==> config.mk <==
export PLATFORM = sky130hd
export DESIGN_NAME = serial_frame_deframer_crc8_crc16_core
export DESIGN_NICKNAME = d
export VERILOG_FILES = /design/src/hw/rtl/sfd_pkg.sv /design/src/hw/rtl/sfd_store.sv /design/src/hw/rtl/sfd_parser.sv /design/src/hw/rtl/sfd_out_stage.sv /design/src/hw/rtl/serial_frame_deframer_crc8_crc16_core.sv
export SDC_FILE = /design/constraint.sdc
export NUM_CORES = 2
export LEC_CHECK = 0
export BUFFER_PORTS_ARGS = -buffer_cell sky130_fd_sc_hd__buf_4
export CAP_MARGIN = 20
export CORE_MARGIN = 2
export CORE_UTILIZATION = 55
export CTS_BUF_LIST = sky130_fd_sc_hd__clkbuf_4 sky130_fd_sc_hd__clkbuf_8
export DETAILED_ROUTE_END_ITERATION = 6
export GPL_ROUTABILITY_DRIVEN = 0
export PLACE_DENSITY = 0.71
export SLEW_MARGIN = 20
export SYNTH_ARGS = -nofsm -noshare
export SYNTH_HDL_FRONTEND = slang
export SYNTH_HIERARCHICAL = 1
export SYNTH_SLANG_ARGS = --single-unit
==> constraint.sdc <==
create_clock -name clk -period 13.25 [get_ports clk]
set_clock_uncertainty 0.05 [all_clocks]
set_input_delay 0.6625 -clock clk [delete_from_list [all_inputs] [get_ports clk]]
set_output_delay 0.6625 -clock clk [all_outputs]
set_load 0.02 [all_outputs]
==> src/hw/rtl/sfd_pkg.sv <==
`default_nettype none
// ----------------------------------------------------------------------------
// sfd_pkg
// Shared constants and types of the serial frame deframer.
// ----------------------------------------------------------------------------
package sfd_pkg;

    localparam int MAX_FRAME_BYTES_DEF = 128;

    localparam int HDR_BYTES  = 5;
    localparam int CMD_BYTES  = 2;
    localparam int TAIL_BYTES = 2;

    localparam int CFG_INDEX_W = 3;
    localparam int CFG_DATA_W  = 16;

    localparam logic [CFG_INDEX_W-1:0] CFG_START_BYTE = 3'd0;
    localparam logic [CFG_INDEX_W-1:0] CFG_CRC8_POLY  = 3'd1;
    localparam logic [CFG_INDEX_W-1:0] CFG_CRC8_SEED  = 3'd2;
    localparam logic [CFG_INDEX_W-1:0] CFG_CRC16_POLY = 3'd3;
    localparam logic [CFG_INDEX_W-1:0] CFG_CRC16_SEED = 3'd4;

    localparam logic [7:0]  START_BYTE_RST = 8'hA5;
    localparam logic [7:0]  CRC8_POLY_RST  = 8'h8C;
    localparam logic [7:0]  CRC8_SEED_RST  = 8'hFF;
    localparam logic [15:0] CRC16_POLY_RST = 16'h8408;
    localparam logic [15:0] CRC16_SEED_RST = 16'hFFFF;

    localparam logic [2:0] VERDICT_NONE     = 3'd0;
    localparam logic [2:0] VERDICT_GOOD     = 3'd1;
    localparam logic [2:0] VERDICT_BAD_LEN  = 3'd2;
    localparam logic [2:0] VERDICT_BAD_HCRC = 3'd3;
    localparam logic [2:0] VERDICT_BAD_FCRC = 3'd4;

    typedef struct packed {
        logic [7:0]  start_byte;
        logic [7:0]  crc8_poly;
        logic [7:0]  crc8_seed;
        logic [15:0] crc16_poly;
        logic [15:0] crc16_seed;
    } cfg_t;

    typedef struct packed {
        logic [2:0]  verdict;
        logic [15:0] command_id;
        logic [6:0]  payload_length;
        logic [7:0]  sequence_res;
    } frame_res_t;

    typedef struct packed {
        logic       is_read;
        logic       rd_ok;
        frame_res_t frm;
    } res_t;

endpackage
`default_nettype wire

==> src/hw/rtl/sfd_store.sv <==
`default_nettype none
// ----------------------------------------------------------------------------
// sfd_store
// Frame byte store: one write port, one registered read port.
// ----------------------------------------------------------------------------
module sfd_store #(
    parameter int DEPTH = sfd_pkg::MAX_FRAME_BYTES_DEF
) (
    input  wire logic                     clk,
    input  wire logic                     wr_en,
    input  wire logic [$clog2(DEPTH)-1:0] wr_addr,
    input  wire logic [7:0]               wr_data,
    input  wire logic                     rd_en,
    input  wire logic [$clog2(DEPTH)-1:0] rd_addr,
    output logic      [7:0]               rd_data_reg
);
    logic [7:0] mem [DEPTH];

    always_ff @(posedge clk)
    begin
        if (wr_en)
        begin
            mem[wr_addr] <= wr_data;
        end
    end

    always_ff @(posedge clk)
    begin
        if (rd_en)
        begin
            rd_data_reg <= mem[rd_addr];
        end
    end

endmodule
`default_nettype wire

==> src/hw/rtl/sfd_parser.sv <==
`default_nettype none
// ----------------------------------------------------------------------------
// sfd_parser
// Frame parser: header/body sequencing, CRC8 and CRC16, store writes.
// ----------------------------------------------------------------------------
module sfd_parser #(
    parameter int MAX_FRAME_BYTES = sfd_pkg::MAX_FRAME_BYTES_DEF
) (
    input  wire logic                               clk,
    input  wire logic                               rst_n,
    input  wire logic                               byte_accept,
    input  wire logic [7:0]                         rx_byte,
    input  wire sfd_pkg::cfg_t                      cfg,
    output logic                                    wr_en,
    output logic [$clog2(MAX_FRAME_BYTES)-1:0]      wr_addr,
    output logic [7:0]                              wr_data,
    output sfd_pkg::frame_res_t                     frm
);
    import sfd_pkg::*;

    localparam int AW = $clog2(MAX_FRAME_BYTES);
    localparam int CW = $clog2(MAX_FRAME_BYTES + 1);
    localparam logic [CW-1:0] MAX_C       = CW'(MAX_FRAME_BYTES);
    localparam logic [15:0]   LEN_LIMIT   = 16'(MAX_FRAME_BYTES - HDR_BYTES - CMD_BYTES
                                                - TAIL_BYTES);
    localparam logic [CW-1:0] CRC_END     = CW'(HDR_BYTES + CMD_BYTES);
    localparam logic [CW-1:0] LAST_OFS    = CW'(HDR_BYTES + CMD_BYTES + TAIL_BYTES - 1);
    localparam logic [CW-1:0] CMD_LO_POS  = CW'(HDR_BYTES);
    localparam logic [CW-1:0] CMD_HI_POS  = CW'(HDR_BYTES + 1);

    typedef enum logic [5:0] {
        PH_HUNT   = 6'b000001,
        PH_LEN_LO = 6'b000010,
        PH_LEN_HI = 6'b000100,
        PH_SEQ    = 6'b001000,
        PH_HCRC   = 6'b010000,
        PH_BODY   = 6'b100000
    } phase_t;

    function automatic logic [7:0] crc8_byte(input logic [7:0] crc, input logic [7:0] b,
                                             input logic [7:0] poly);
        logic [7:0] c;
        c = crc ^ b;
        for (int i = 0; i < 8; i++)
        begin
            c = c[0] ? ((c >> 1) ^ poly) : (c >> 1);
        end
        return c;
    endfunction

    function automatic logic [15:0] crc16_byte(input logic [15:0] crc, input logic [7:0] b,
                                               input logic [15:0] poly);
        logic [15:0] c;
        c = crc ^ {8'h00, b};
        for (int i = 0; i < 8; i++)
        begin
            c = c[0] ? ((c >> 1) ^ poly) : (c >> 1);
        end
        return c;
    endfunction

    phase_t          phase_reg,  phase_next;
    logic [CW-1:0]   count_reg,  count_next;
    logic [AW-1:0]   plen_reg,   plen_next;
    logic [7:0]      hcrc_reg,   hcrc_next;
    logic [15:0]     fcrc_reg,   fcrc_next;
    logic [7:0]      len_lo_reg, len_lo_next;
    logic [7:0]      seq_reg,    seq_next;
    logic [15:0]     cmd_reg,    cmd_next;
    logic [7:0]      prev_reg,   prev_next;

    logic            put;
    logic            base_zero;
    logic [CW-1:0]   wr_base;
    logic [7:0]      hcrc_upd;
    logic [15:0]     fcrc_upd;
    logic [15:0]     len_rx;
    logic [CW-1:0]   plen_ext;

    always_comb
    begin
        phase_next  = phase_reg;
        count_next  = count_reg;
        plen_next   = plen_reg;
        hcrc_next   = hcrc_reg;
        fcrc_next   = fcrc_reg;
        len_lo_next = len_lo_reg;
        seq_next    = seq_reg;
        cmd_next    = cmd_reg;
        prev_next   = prev_reg;
        frm         = '0;
        put         = 1'b0;
        base_zero   = 1'b0;
        wr_en       = 1'b0;
        wr_data     = rx_byte;
        hcrc_upd    = crc8_byte(hcrc_reg, rx_byte, cfg.crc8_poly);
        fcrc_upd    = crc16_byte(fcrc_reg, rx_byte, cfg.crc16_poly);
        len_rx      = {rx_byte, len_lo_reg};
        plen_ext    = CW'(plen_reg);

        if (byte_accept)
        begin
            case (phase_reg)
                PH_HUNT:
                begin
                    if (rx_byte == cfg.start_byte)
                    begin
                        put        = 1'b1;
                        base_zero  = 1'b1;
                        hcrc_next  = crc8_byte(cfg.crc8_seed, rx_byte, cfg.crc8_poly);
                        fcrc_next  = crc16_byte(cfg.crc16_seed, rx_byte, cfg.crc16_poly);
                        phase_next = PH_LEN_LO;
                    end
                end
                PH_LEN_LO:
                begin
                    put         = 1'b1;
                    hcrc_next   = hcrc_upd;
                    fcrc_next   = fcrc_upd;
                    len_lo_next = rx_byte;
                    phase_next  = PH_LEN_HI;
                end
                PH_LEN_HI:
                begin
                    put       = 1'b1;
                    hcrc_next = hcrc_upd;
                    fcrc_next = fcrc_upd;
                    if (len_rx >= LEN_LIMIT)
                    begin
                        frm.verdict = VERDICT_BAD_LEN;
                        phase_next  = PH_HUNT;
                    end
                    else
                    begin
                        plen_next  = AW'(len_rx);
                        phase_next = PH_SEQ;
                    end
                end
                PH_SEQ:
                begin
                    put        = 1'b1;
                    hcrc_next  = hcrc_upd;
                    fcrc_next  = fcrc_upd;
                    seq_next   = rx_byte;
                    phase_next = PH_HCRC;
                end
                PH_HCRC:
                begin
                    put       = 1'b1;
                    fcrc_next = fcrc_upd;
                    if (hcrc_reg == rx_byte)
                    begin
                        phase_next = PH_BODY;
                    end
                    else
                    begin
                        frm.verdict        = VERDICT_BAD_HCRC;
                        frm.payload_length = 7'(plen_reg);
                        frm.sequence_res   = seq_reg;
                        phase_next         = PH_HUNT;
                    end
                end
                PH_BODY:
                begin
                    put       = 1'b1;
                    prev_next = rx_byte;
                    if (count_reg < CRC_END + plen_ext)
                    begin
                        fcrc_next = fcrc_upd;
                    end
                    if (count_reg == CMD_LO_POS)
                    begin
                        cmd_next[7:0] = rx_byte;
                    end
                    if (count_reg == CMD_HI_POS)
                    begin
                        cmd_next[15:8] = rx_byte;
                    end
                    if (count_reg >= LAST_OFS + plen_ext)
                    begin
                        frm.payload_length = 7'(plen_reg);
                        frm.sequence_res   = seq_reg;
                        if ({rx_byte, prev_reg} == fcrc_reg)
                        begin
                            frm.verdict    = VERDICT_GOOD;
                            frm.command_id = cmd_reg;
                        end
                        else
                        begin
                            frm.verdict = VERDICT_BAD_FCRC;
                        end
                        phase_next = PH_HUNT;
                    end
                end
                default:
                begin
                    phase_next = PH_HUNT;
                end
            endcase
        end

        wr_base = base_zero ? '0 : count_reg;
        wr_addr = wr_base[AW-1:0];
        if (put && (wr_base < MAX_C))
        begin
            wr_en      = 1'b1;
            count_next = wr_base + CW'(1);
        end
    end

    always_ff @(posedge clk or negedge rst_n)
    begin
        if (!rst_n)
        begin
            phase_reg <= PH_HUNT;
            count_reg <= '0;
        end
        else
        begin
            phase_reg <= phase_next;
            count_reg <= count_next;
        end
    end

    always_ff @(posedge clk)
    begin
        plen_reg   <= plen_next;
        hcrc_reg   <= hcrc_next;
        fcrc_reg   <= fcrc_next;
        len_lo_reg <= len_lo_next;
        seq_reg    <= seq_next;
        cmd_reg    <= cmd_next;
        prev_reg   <= prev_next;
    end

endmodule
`default_nettype wire

==> src/hw/rtl/sfd_out_stage.sv <==
`default_nettype none
// ----------------------------------------------------------------------------
// sfd_out_stage
// Store-read stage and output register with stall handling.
// ----------------------------------------------------------------------------
module sfd_out_stage (
    input  wire logic          clk,
    input  wire logic          rst_n,
    input  wire logic          load,
    input  wire sfd_pkg::res_t res_in,
    input  wire logic [7:0]    rd_data,
    output logic               in_stall,
    output logic               out_valid,
    input  wire logic          out_stall,
    output logic [2:0]         verdict,
    output logic [15:0]        command_id,
    output logic [6:0]         payload_length,
    output logic [7:0]         sequence_res,
    output logic [7:0]         read_byte
);
    import sfd_pkg::*;

    logic       s1_valid_reg, s1_valid_next;
    res_t       s1_res_reg;
    logic       out_valid_reg, out_valid_next;
    frame_res_t out_frm_reg;
    logic [7:0] out_rd_reg;
    logic       s1_adv;

    always_comb
    begin
        s1_adv   = s1_valid_reg && (!out_valid_reg || !out_stall);
        in_stall = s1_valid_reg && out_valid_reg && out_stall;

        s1_valid_next = s1_valid_reg;
        if (load)
        begin
            s1_valid_next = 1'b1;
        end
        else if (s1_adv)
        begin
            s1_valid_next = 1'b0;
        end

        out_valid_next = out_valid_reg;
        if (s1_adv)
        begin
            out_valid_next = 1'b1;
        end
        else if (!out_stall)
        begin
            out_valid_next = 1'b0;
        end
    end

    always_ff @(posedge clk or negedge rst_n)
    begin
        if (!rst_n)
        begin
            s1_valid_reg  <= 1'b0;
            out_valid_reg <= 1'b0;
        end
        else
        begin
            s1_valid_reg  <= s1_valid_next;
            out_valid_reg <= out_valid_next;
        end
    end

    always_ff @(posedge clk)
    begin
        if (load)
        begin
            s1_res_reg <= res_in;
        end
        if (s1_adv)
        begin
            out_frm_reg <= s1_res_reg.frm;
            out_rd_reg  <= (s1_res_reg.is_read && s1_res_reg.rd_ok) ? rd_data : 8'h00;
        end
    end

    assign out_valid      = out_valid_reg;
    assign verdict        = out_frm_reg.verdict;
    assign command_id     = out_frm_reg.command_id;
    assign payload_length = out_frm_reg.payload_length;
    assign sequence_res   = out_frm_reg.sequence_res;
    assign read_byte      = out_rd_reg;

endmodule
`default_nettype wire

==> src/hw/rtl/serial_frame_deframer_crc8_crc16_core.sv <==
`default_nettype none
// ----------------------------------------------------------------------------
// serial_frame_deframer_crc8_crc16_core
// Start-byte / length / CRC8 / CRC16 serial frame deframer with frame store.
// ----------------------------------------------------------------------------
// One request is taken per clock unless stalled. A byte request is parsed in
// the cycle it is accepted (byte-wide CRC8 and CRC16 logic) and written to the
// frame store; a read request reads the store at read_index. Every request
// gives one result, held in the read stage and the store's registered read
// port, then in the output register. in_stall rises only when both the read
// stage and the output register hold a result and out_stall is high. The frame
// store is not cleared at reset; reading a position never written returns an
// undefined byte, and positions at or beyond MAX_FRAME_BYTES read as zero.
// Make configuration writes only while no request is in flight; not enforced.
module serial_frame_deframer_crc8_crc16_core #(
    parameter int MAX_FRAME_BYTES = sfd_pkg::MAX_FRAME_BYTES_DEF
) (
    input  wire logic                            clk,
    input  wire logic                            rst_n,
    input  wire logic                            cfg_write,
    input  wire logic [sfd_pkg::CFG_INDEX_W-1:0] cfg_index,
    input  wire logic [sfd_pkg::CFG_DATA_W-1:0]  cfg_data,
    input  wire logic                            in_valid,
    output logic                                 in_stall,
    input  wire logic                            req_type,
    input  wire logic [7:0]                      rx_byte,
    input  wire logic [6:0]                      read_index,
    output logic                                 out_valid,
    input  wire logic                            out_stall,
    output logic [2:0]                           verdict,
    output logic [15:0]                          command_id,
    output logic [6:0]                           payload_length,
    output logic [7:0]                           sequence_res,
    output logic [7:0]                           read_byte
);
    import sfd_pkg::*;

    localparam int AW = $clog2(MAX_FRAME_BYTES);

    cfg_t       cfg_reg, cfg_next;
    logic       in_accept;
    logic       byte_accept;
    logic       rd_en;
    logic       wr_en;
    logic [AW-1:0] wr_addr;
    logic [7:0] wr_data;
    logic [7:0] rd_data;
    frame_res_t frm;
    res_t       res;

    always_comb
    begin
        cfg_next = cfg_reg;
        if (cfg_write)
        begin
            case (cfg_index)
                CFG_START_BYTE: cfg_next.start_byte = cfg_data[7:0];
                CFG_CRC8_POLY:  cfg_next.crc8_poly  = cfg_data[7:0];
                CFG_CRC8_SEED:  cfg_next.crc8_seed  = cfg_data[7:0];
                CFG_CRC16_POLY: cfg_next.crc16_poly = cfg_data;
                CFG_CRC16_SEED: cfg_next.crc16_seed = cfg_data;
                default:        cfg_next = cfg_reg;
            endcase
        end
    end

    always_ff @(posedge clk or negedge rst_n)
    begin
        if (!rst_n)
        begin
            cfg_reg.start_byte <= START_BYTE_RST;
            cfg_reg.crc8_poly  <= CRC8_POLY_RST;
            cfg_reg.crc8_seed  <= CRC8_SEED_RST;
            cfg_reg.crc16_poly <= CRC16_POLY_RST;
            cfg_reg.crc16_seed <= CRC16_SEED_RST;
        end
        else
        begin
            cfg_reg <= cfg_next;
        end
    end

    assign in_accept   = in_valid && !in_stall;
    assign byte_accept = in_accept && !req_type;
    assign rd_en       = in_accept && req_type;

    sfd_parser #(
        .MAX_FRAME_BYTES (MAX_FRAME_BYTES)
    ) u_parser (
        .clk         (clk),
        .rst_n       (rst_n),
        .byte_accept (byte_accept),
        .rx_byte     (rx_byte),
        .cfg         (cfg_reg),
        .wr_en       (wr_en),
        .wr_addr     (wr_addr),
        .wr_data     (wr_data),
        .frm         (frm)
    );

    sfd_store #(
        .DEPTH (MAX_FRAME_BYTES)
    ) u_store (
        .clk         (clk),
        .wr_en       (wr_en),
        .wr_addr     (wr_addr),
        .wr_data     (wr_data),
        .rd_en       (rd_en),
        .rd_addr     (AW'(read_index)),
        .rd_data_reg (rd_data)
    );

    always_comb
    begin
        res.is_read = req_type;
        res.rd_ok   = 32'(read_index) < 32'(MAX_FRAME_BYTES);
        res.frm     = frm;
    end

    sfd_out_stage u_out (
        .clk            (clk),
        .rst_n          (rst_n),
        .load           (in_accept),
        .res_in         (res),
        .rd_data        (rd_data),
        .in_stall       (in_stall),
        .out_valid      (out_valid),
        .out_stall      (out_stall),
        .verdict        (verdict),
        .command_id     (command_id),
        .payload_length (payload_length),
        .sequence_res   (sequence_res),
        .read_byte      (read_byte)
    );

    a_stall_only_when_full: assert property (@(posedge clk) disable iff (!rst_n)
        in_stall |-> (out_valid && out_stall))
        else $error("input stalled while output side can move");

    a_read_has_no_verdict: assert property (@(posedge clk) disable iff (!rst_n)
        (out_valid && read_byte != 8'h00) |-> (verdict == VERDICT_NONE))
        else $error("read result carries a frame verdict");

    a_cmd_only_good: assert property (@(posedge clk) disable iff (!rst_n)
        (out_valid && command_id != 16'h0000) |-> (verdict == VERDICT_GOOD))
        else $error("command id on a frame that is not good");

endmodule
`default_nettype wire

======== Yosys cells after proc, flatten, opt, wreduce, memory -nomap -nowiden ========
Memory sizes are Yosys's and may differ from the RTL's. A register that Yosys moved wholly into a read port is not among the register bits.
Cells that the tools add are included.
storage, ports and cells
  flip-flop bits (word level) ............. 220
  bits in latches ......................... 0
  bits in writable memories ............... 1024
  memory bits (read-only) ................. 0
  input bits .............................. 40
  output and inout port bits .............. 44
  word-level logic and storage cells ...... 188
  memories kept ........................... 1
memory list
  memory       depth  bits a word  read ports  clocked after Yosys merged registers in  write ports  line             source
  u_store.mem  128    8            1           1                                        1            sfd_store.sv:17  logic [7:0] mem [DEPTH];
operators by class
  add/subtract/negate cells ............... 3
  multiply operators ...................... 0
  divide/modulo/power cells ............... 0
  $lt $le $gt $ge ......................... 4
  equality and inequality tests ........... 19
  shift-type cells ........................ 0
  muxes and demuxes ....................... 63
  bitwise gates (word level) .............. 37
  reduce and logical (&&, ||, !) cells .... 34
operator list
  cell                                                                                   number
  16-bit two-way mux                                                                     19
  15-bit by 16-bit XOR with 16-bit output                                                16
  8-bit two-way mux                                                                      18
  7-bit by 8-bit XOR with 8-bit output                                                   16
  16-bit case mux with 3 select lines                                                    1
  6-bit case mux with 6 select lines                                                     1
  34-bit two-way mux                                                                     1
  16-bit by 8-bit XOR with 16-bit output                                                 2
  15-bit case mux with 2 select lines                                                    1
  6-bit two-way mux                                                                      3
  16-bit equality test                                                                   1
  8-bit by 3-bit equality test with 1-bit output (second input constant)                 2
  8-bit equality test                                                                    2
  16-bit by 7-bit greater-or-equal comparator with 1-bit output (second input constant)  1
  8-bit case mux with 2 select lines                                                     1
  2-bit AND reduction                                                                    8
  8-bit XOR                                                                              2
  15-bit two-way mux                                                                     1
  3-bit AND reduction                                                                    5
  1-bit two-way mux                                                                      11
  3-bit case mux with 3 select lines                                                     1
  3-bit by 7-bit adder with 8-bit output (first input constant)                          1
  4-bit by 7-bit adder with 8-bit output (first input constant)                          1
  8-bit by 1-bit adder with 8-bit output (second input constant)                         1
  28 further kinds                                                                       44

======== Logic depth before layout (Yosys ltp) ========
  depth in word-level cells ............... 19
  gate-level depth with buffers ........... 16
  gate-level depth less buffers ........... 15

======== By module ========
The synthesis kept the hierarchy.
modules (own cells, without submodules)
  module                                 instances  cells an instance  area each (um^2)  sequential area each (um^2)
  sfd_store                              1          1635               39745.6           30989.7
  sfd_parser                             1          1510               11946.5           2483.6
  sfd_out_stage                          1          92                 2472.4            2392.3
  serial_frame_deframer_crc8_crc16_core  1          126                2260.9            1443.9

======== Worst setup path after synthesis ========
No wires, ideal clock.
  kind .................................... in2reg
  from .................................... input port out_stall
  to ...................................... memory u_store.mem[102][0], enable pin
  setup time .............................. 383 ps
  arrival ................................. 4798 ps
  required time ........................... 12817 ps
  slack ................................... 8019 ps
  stages on the path ...................... 9
  buffers on the path ..................... 1
  cell sequence ........................... and3_1 > nor2b_1 > nor2b_1 > clkbuf_1 > nand2_1 > and2_1 > nor2_1 > nand4_1 > nor3_1
between the ends
  cells in the longest elaborated chain, start to end .. 11
  elaborated cells between the ends (all ways) .. 12
  classes of those cells .................. 1 x order compare; 6 x mux; 5 x reduce/logical
RTL lines
  item                                     line                                         source
  from (decl)                              serial_frame_deframer_crc8_crc16_core.sv:29  input wire logic out_stall,
  1-bit logical AND *                      sfd_out_stage.sv:33                          in_stall = s1_valid_reg && out_valid_reg && out_stall;
  1-bit logical NOT *                      serial_frame_deframer_crc8_crc16_core.sv:83  assign in_accept = in_valid && !in_stall;
  1-bit logical AND *                      serial_frame_deframer_crc8_crc16_core.sv:83
  net in_accept                            serial_frame_deframer_crc8_crc16_core.sv:41  logic in_accept;
  1-bit logical AND *                      serial_frame_deframer_crc8_crc16_core.sv:84  assign byte_accept = in_accept && !req_type;
  net byte_accept                          serial_frame_deframer_crc8_crc16_core.sv:42  logic byte_accept;
  1-bit two-way mux *                      sfd_parser.sv:101                            if (byte_accept)
  8-bit two-way mux *                      sfd_parser.sv:202                            wr_base = base_zero ? '0 : count_reg;
  net wr_addr[4]                           serial_frame_deframer_crc8_crc16_core.sv:45  logic [AW-1:0] wr_addr;
  8-bit < comparator                       sfd_parser.sv:204                            if (put && (wr_base < MAX_C))
  1-bit logical AND                        sfd_parser.sv:204
  1-bit two-way mux                        sfd_parser.sv:204
  1-bit two-way mux                        sfd_store.sv:21                              if (wr_en)
  1-bit two-way mux (not written as such)  sfd_store.sv:23                              mem[wr_addr] <= wr_data;
  to (decl)                                sfd_store.sv:17
Mark *: on every way through the listed nets, which the timed path passes. The rest lies on a longest branch.

======== Final worst setup path ========
  from .................................... register u_parser.fcrc_reg[1]
  to ...................................... register u_parser.fcrc_reg[8] (data pin)
between the ends
  cells in the longest elaborated chain, start to end .. 18
RTL lines
  item                                      line               source
  from (decl)                               sfd_parser.sv:66   logic [15:0] fcrc_reg, fcrc_next;
  from (signal assigned)                    sfd_parser.sv:229  fcrc_reg <= fcrc_next;
  16-bit by 8-bit XOR with 16-bit output *  sfd_parser.sv:54   c = crc ^ {8'h00, b};
  15-bit by 16-bit XOR with 16-bit output   sfd_parser.sv:57   c = c[0] ? ((c >> 1) ^ poly) : (c >> 1);
  16-bit two-way mux * (2 in series)        sfd_parser.sv:57
  15-bit by 16-bit XOR with 16-bit output   sfd_parser.sv:57
  16-bit two-way mux *                      sfd_parser.sv:57
  15-bit by 16-bit XOR with 16-bit output   sfd_parser.sv:57
  16-bit two-way mux *                      sfd_parser.sv:57
  15-bit by 16-bit XOR with 16-bit output   sfd_parser.sv:57
  16-bit two-way mux *                      sfd_parser.sv:57
  15-bit by 16-bit XOR with 16-bit output   sfd_parser.sv:57
  16-bit two-way mux *                      sfd_parser.sv:57
  15-bit by 16-bit XOR with 16-bit output   sfd_parser.sv:57
  16-bit two-way mux *                      sfd_parser.sv:57
  15-bit by 16-bit XOR with 16-bit output   sfd_parser.sv:57
  16-bit two-way mux *                      sfd_parser.sv:57
  16-bit two-way mux                        sfd_parser.sv:167  if (count_reg < CRC_END + plen_ext)
  16-bit case mux with 3 select lines *     sfd_parser.sv:103  case (phase_reg)
Every way passes the cells marked *; elsewhere a longest branch is shown, timed or not. The select of a mux whose other input is x is not followed.
A chain may end at the register's enable or synchronous reset.

==> impl_metrics.tcl <==
set metrics [dict create \
    report.final.slew_viol_count 0 \
    grt_max_degree 132 \
    crit_buf_inv 0 \
    crit_chain "xor2_1 -> a21oi_1 -> nor2_1 -> o211a_1 -> a311oi_2 -> xnor2_2 -> xor3_1 -> a221oi_4 -> mux2i_1 -> xnor3_1 -> o32ai_1 -> a211oi_2" \
    fin_total_pwr_mw 12.4 \
    postSynthCellCount 3363 \
    hold_viol 0 \
    use_met2_pct 40.6 \
    rows 117 \
    worstSkewPairLatency_ps 860 \
    grtUsageMet1_pct 33.7 \
    synth_compound_area_share_pct 3.45 \
    core_um2 102000 \
    hold_start "rx_byte[6]" \
    die_w_um 324 \
    use_met3_pct 4.57 \
    r2r-start "u_parser/fcrc_reg[1]" \
    r2r_slack_ps 7270 \
    cts_buffers 193 \
    final_cell_mix "edfxtp_1 (1181), mux4_2 (336), nand2_1 (313)" \
    ys_ff_latch 1253 \
    antenna_left 0 \
    cts_setup_buffers 0 \
    crit_type "flop to flop" \
    overflow 0 \
    synth-edff-count 1181 \
    async_flop_share_pct 5.75 \
    r2r_end "u_parser/fcrc_reg[8]" \
    initial_utilization_pct 55.5 \
    area_delta_synth_final_pct 10.2 \
    tns_ps 0 \
    vias_per_cell 6.25 \
    routed_wl_um 130000 \
    avgRoutedWirePerCell_um 25.9 \
    fin_crit_sh_pct 45.2 \
    drive_above_1_share_pct 24.9 \
    die_h_um 324 \
    hpwl_um 80300 \
    powerDensity_nw_per_um2 200 \
    status "complete, but fails checks" \
    yosys_warnings 6 \
    synth_top_flop_cell "edfxtp_1" \
    portBuffers 83 \
    largest_reg_flops 1024 \
    busiest_layer "met2" \
    cts_tree "done" \
    peakVddDrop_v 0.000206 \
    maxSlewHeadroom_pct 20.9 \
    dpl.cell_count 4651 \
    violations "design-rule violations" \
    antenna_found_initial 3 \
    grt_pass1_vias 31200 \
    critPathLaunchType "flop" \
    synth_top_family_by_area "multiplexers" \
    num_vias 31400 \
    worst_ep_arrival_time_ps 6490 \
    synth_mux_area_share_pct 15.6 \
    rsz0062_at_grt "no" \
    hold_path_class "primary input to flop" \
    cp_slowest_cell "a221oi_4" \
    cp_data_required_time_ps 13760 \
    synthAdderAreaFrac_pct 0.421 \
    gr-usage-all-layers_pct 24.6 \
    drt_iter0_drc 3303 \
    crit_family "XOR/XNOR gates" \
    hold-worst-slack_ps 98.6 \
    cap_violations 0 \
    syn-num-nets 3422 \
    drc 2 \
    nets 3557 \
    finalCriticalPeriod_ps 5980 \
    num_io_pins 84 \
    synth_cell_types 96 \
    final_util_pct 61.1 \
    cpPeakStageDelay_ps 950 \
    htree_levels 4 \
    layoutNonFillerInstCount 5018 \
    fmax_ghz 0.167 \
    rr_worst_depth 12 \
    avgSynthCellArea_um2 16.8 \
    ys_seq_area_share_pct 66.1 \
    end_kind "flop" \
    synth_area_um2 56400 \
    path_clk_slew_ps 60 \
    cts_root_buffer "clkbuf_8" \
    worst_pin_slew_ps 1180 \
    synth-simple-area-share_pct 6.27 \
    first_pass_iters 7 \
    p_leak_nw 20.3 \
    clk_path_buf_depth 3 \
    yosys.area_share.xor_xnor_pct 6.24 \
    holdPathEnd "u_parser/cmd_reg[14]" \
    grt_pass1_wl_um 196000 \
    final_common_cell "edfxtp_1" \
    min_path_cells 1 \
    cts.sinks 1253 \
    finalSetupViolations 0 \
    cp_max_fo 15 \
    die_area_um2 105000 \
]
## cell type report
type,count,area (um2)
fill,7169,39600
sequential,1253,37300
multi-input combinational,1877,18100
clock buffer,258,3180
tap,1368,1710
timing repair buffer,153,1240
clock inverter,87,524
inverter,20,75.1
antenna,2,5.00
## per-stage QoR
step                      setup slack, ps  instance area, um2
after global routing                 6940               62200
after detailed placement             6590               58200
after floorplan                      8020               56400
after global placement               6870               58200
final                                7270               62200
after CTS                            7360               62100
## power by group
group | switching, mW | leakage (nW) | internal [mW]
combinational | 2.63 | 6.84 | 2.05
clock | 1.45 | 1.93 | 1.63
sequential | 0.127 | 11.5 | 4.53
total | 4.21 | 20.3 | 8.21
## cell families after synthesis
logic type / after synthesis
AND/OR/NAND/NOR: 772
multiplexers: 448
flip-flops: 1253
AO/OA/AOI/OAI: 267
adder cells (fa/ha/maj): 19
buffers and inverters: 233
XOR/XNOR: 370
other: 1
## routing by layer
layer	up-vias	part of all wire [%]
met4	0	2.5
met1	16200	39
met2	1568	50
li1	13400	-
met5	-	0
met3	232	8.5
## worst max-delay path by stage
stage                     cells past startpoint            startpoint  slack, ps               endpoint
after CTS                                    12  u_parser/fcrc_reg[1]       7360  u_parser/fcrc_reg[10]
final                                        12  u_parser/fcrc_reg[1]       7270   u_parser/fcrc_reg[8]
after detailed placement                     13            rx_byte[1]       6590  u_parser/fcrc_reg[10]
after global placement                       13            rx_byte[1]       6870   u_parser/fcrc_reg[8]
after floorplan                               9             out_stall       8020    u_store/mem[102][0]
after global routing                         12  u_parser/fcrc_reg[1]       6940  u_parser/fcrc_reg[10]
## what timing repair did
item                                   4_1_cts  5_1_grt
endpoints found under the hold margin       89        0
resized for setup                            0        0
hold buffers                                19        0
## cells in the mapped netlist (22+ instances only)
| cell | number | area [um2] |
|---|---|---|
| xnor2_1 | 292 | 2560 |
| xor2_1 | 57 | 499 |
| a211oi_1 | 23 | 173 |
| mux2_2 | 64 | 721 |
| dfstp_2 | 35 | 920 |
| dfrtp_1 | 37 | 926 |
| nand2_1 | 314 | 1180 |
| mux2i_1 | 38 | 380 |
| o21ai_0 | 52 | 260 |
| and2_1 | 51 | 319 |
| nor2_1 | 193 | 724 |
| edfxtp_1 | 1181 | 35500 |
| nand2b_1 | 24 | 150 |
| a21oi_1 | 50 | 250 |
| buf_1 | 29 | 109 |
| buf_2 | 25 | 125 |
| clkbuf_1 | 130 | 488 |
| nor3_1 | 30 | 150 |
| mux4_2 | 336 | 7570 |
| and3_1 | 22 | 138 |
| nand3_1 | 60 | 300 |
Note: power is estimated with default switching activity, not from simulation.
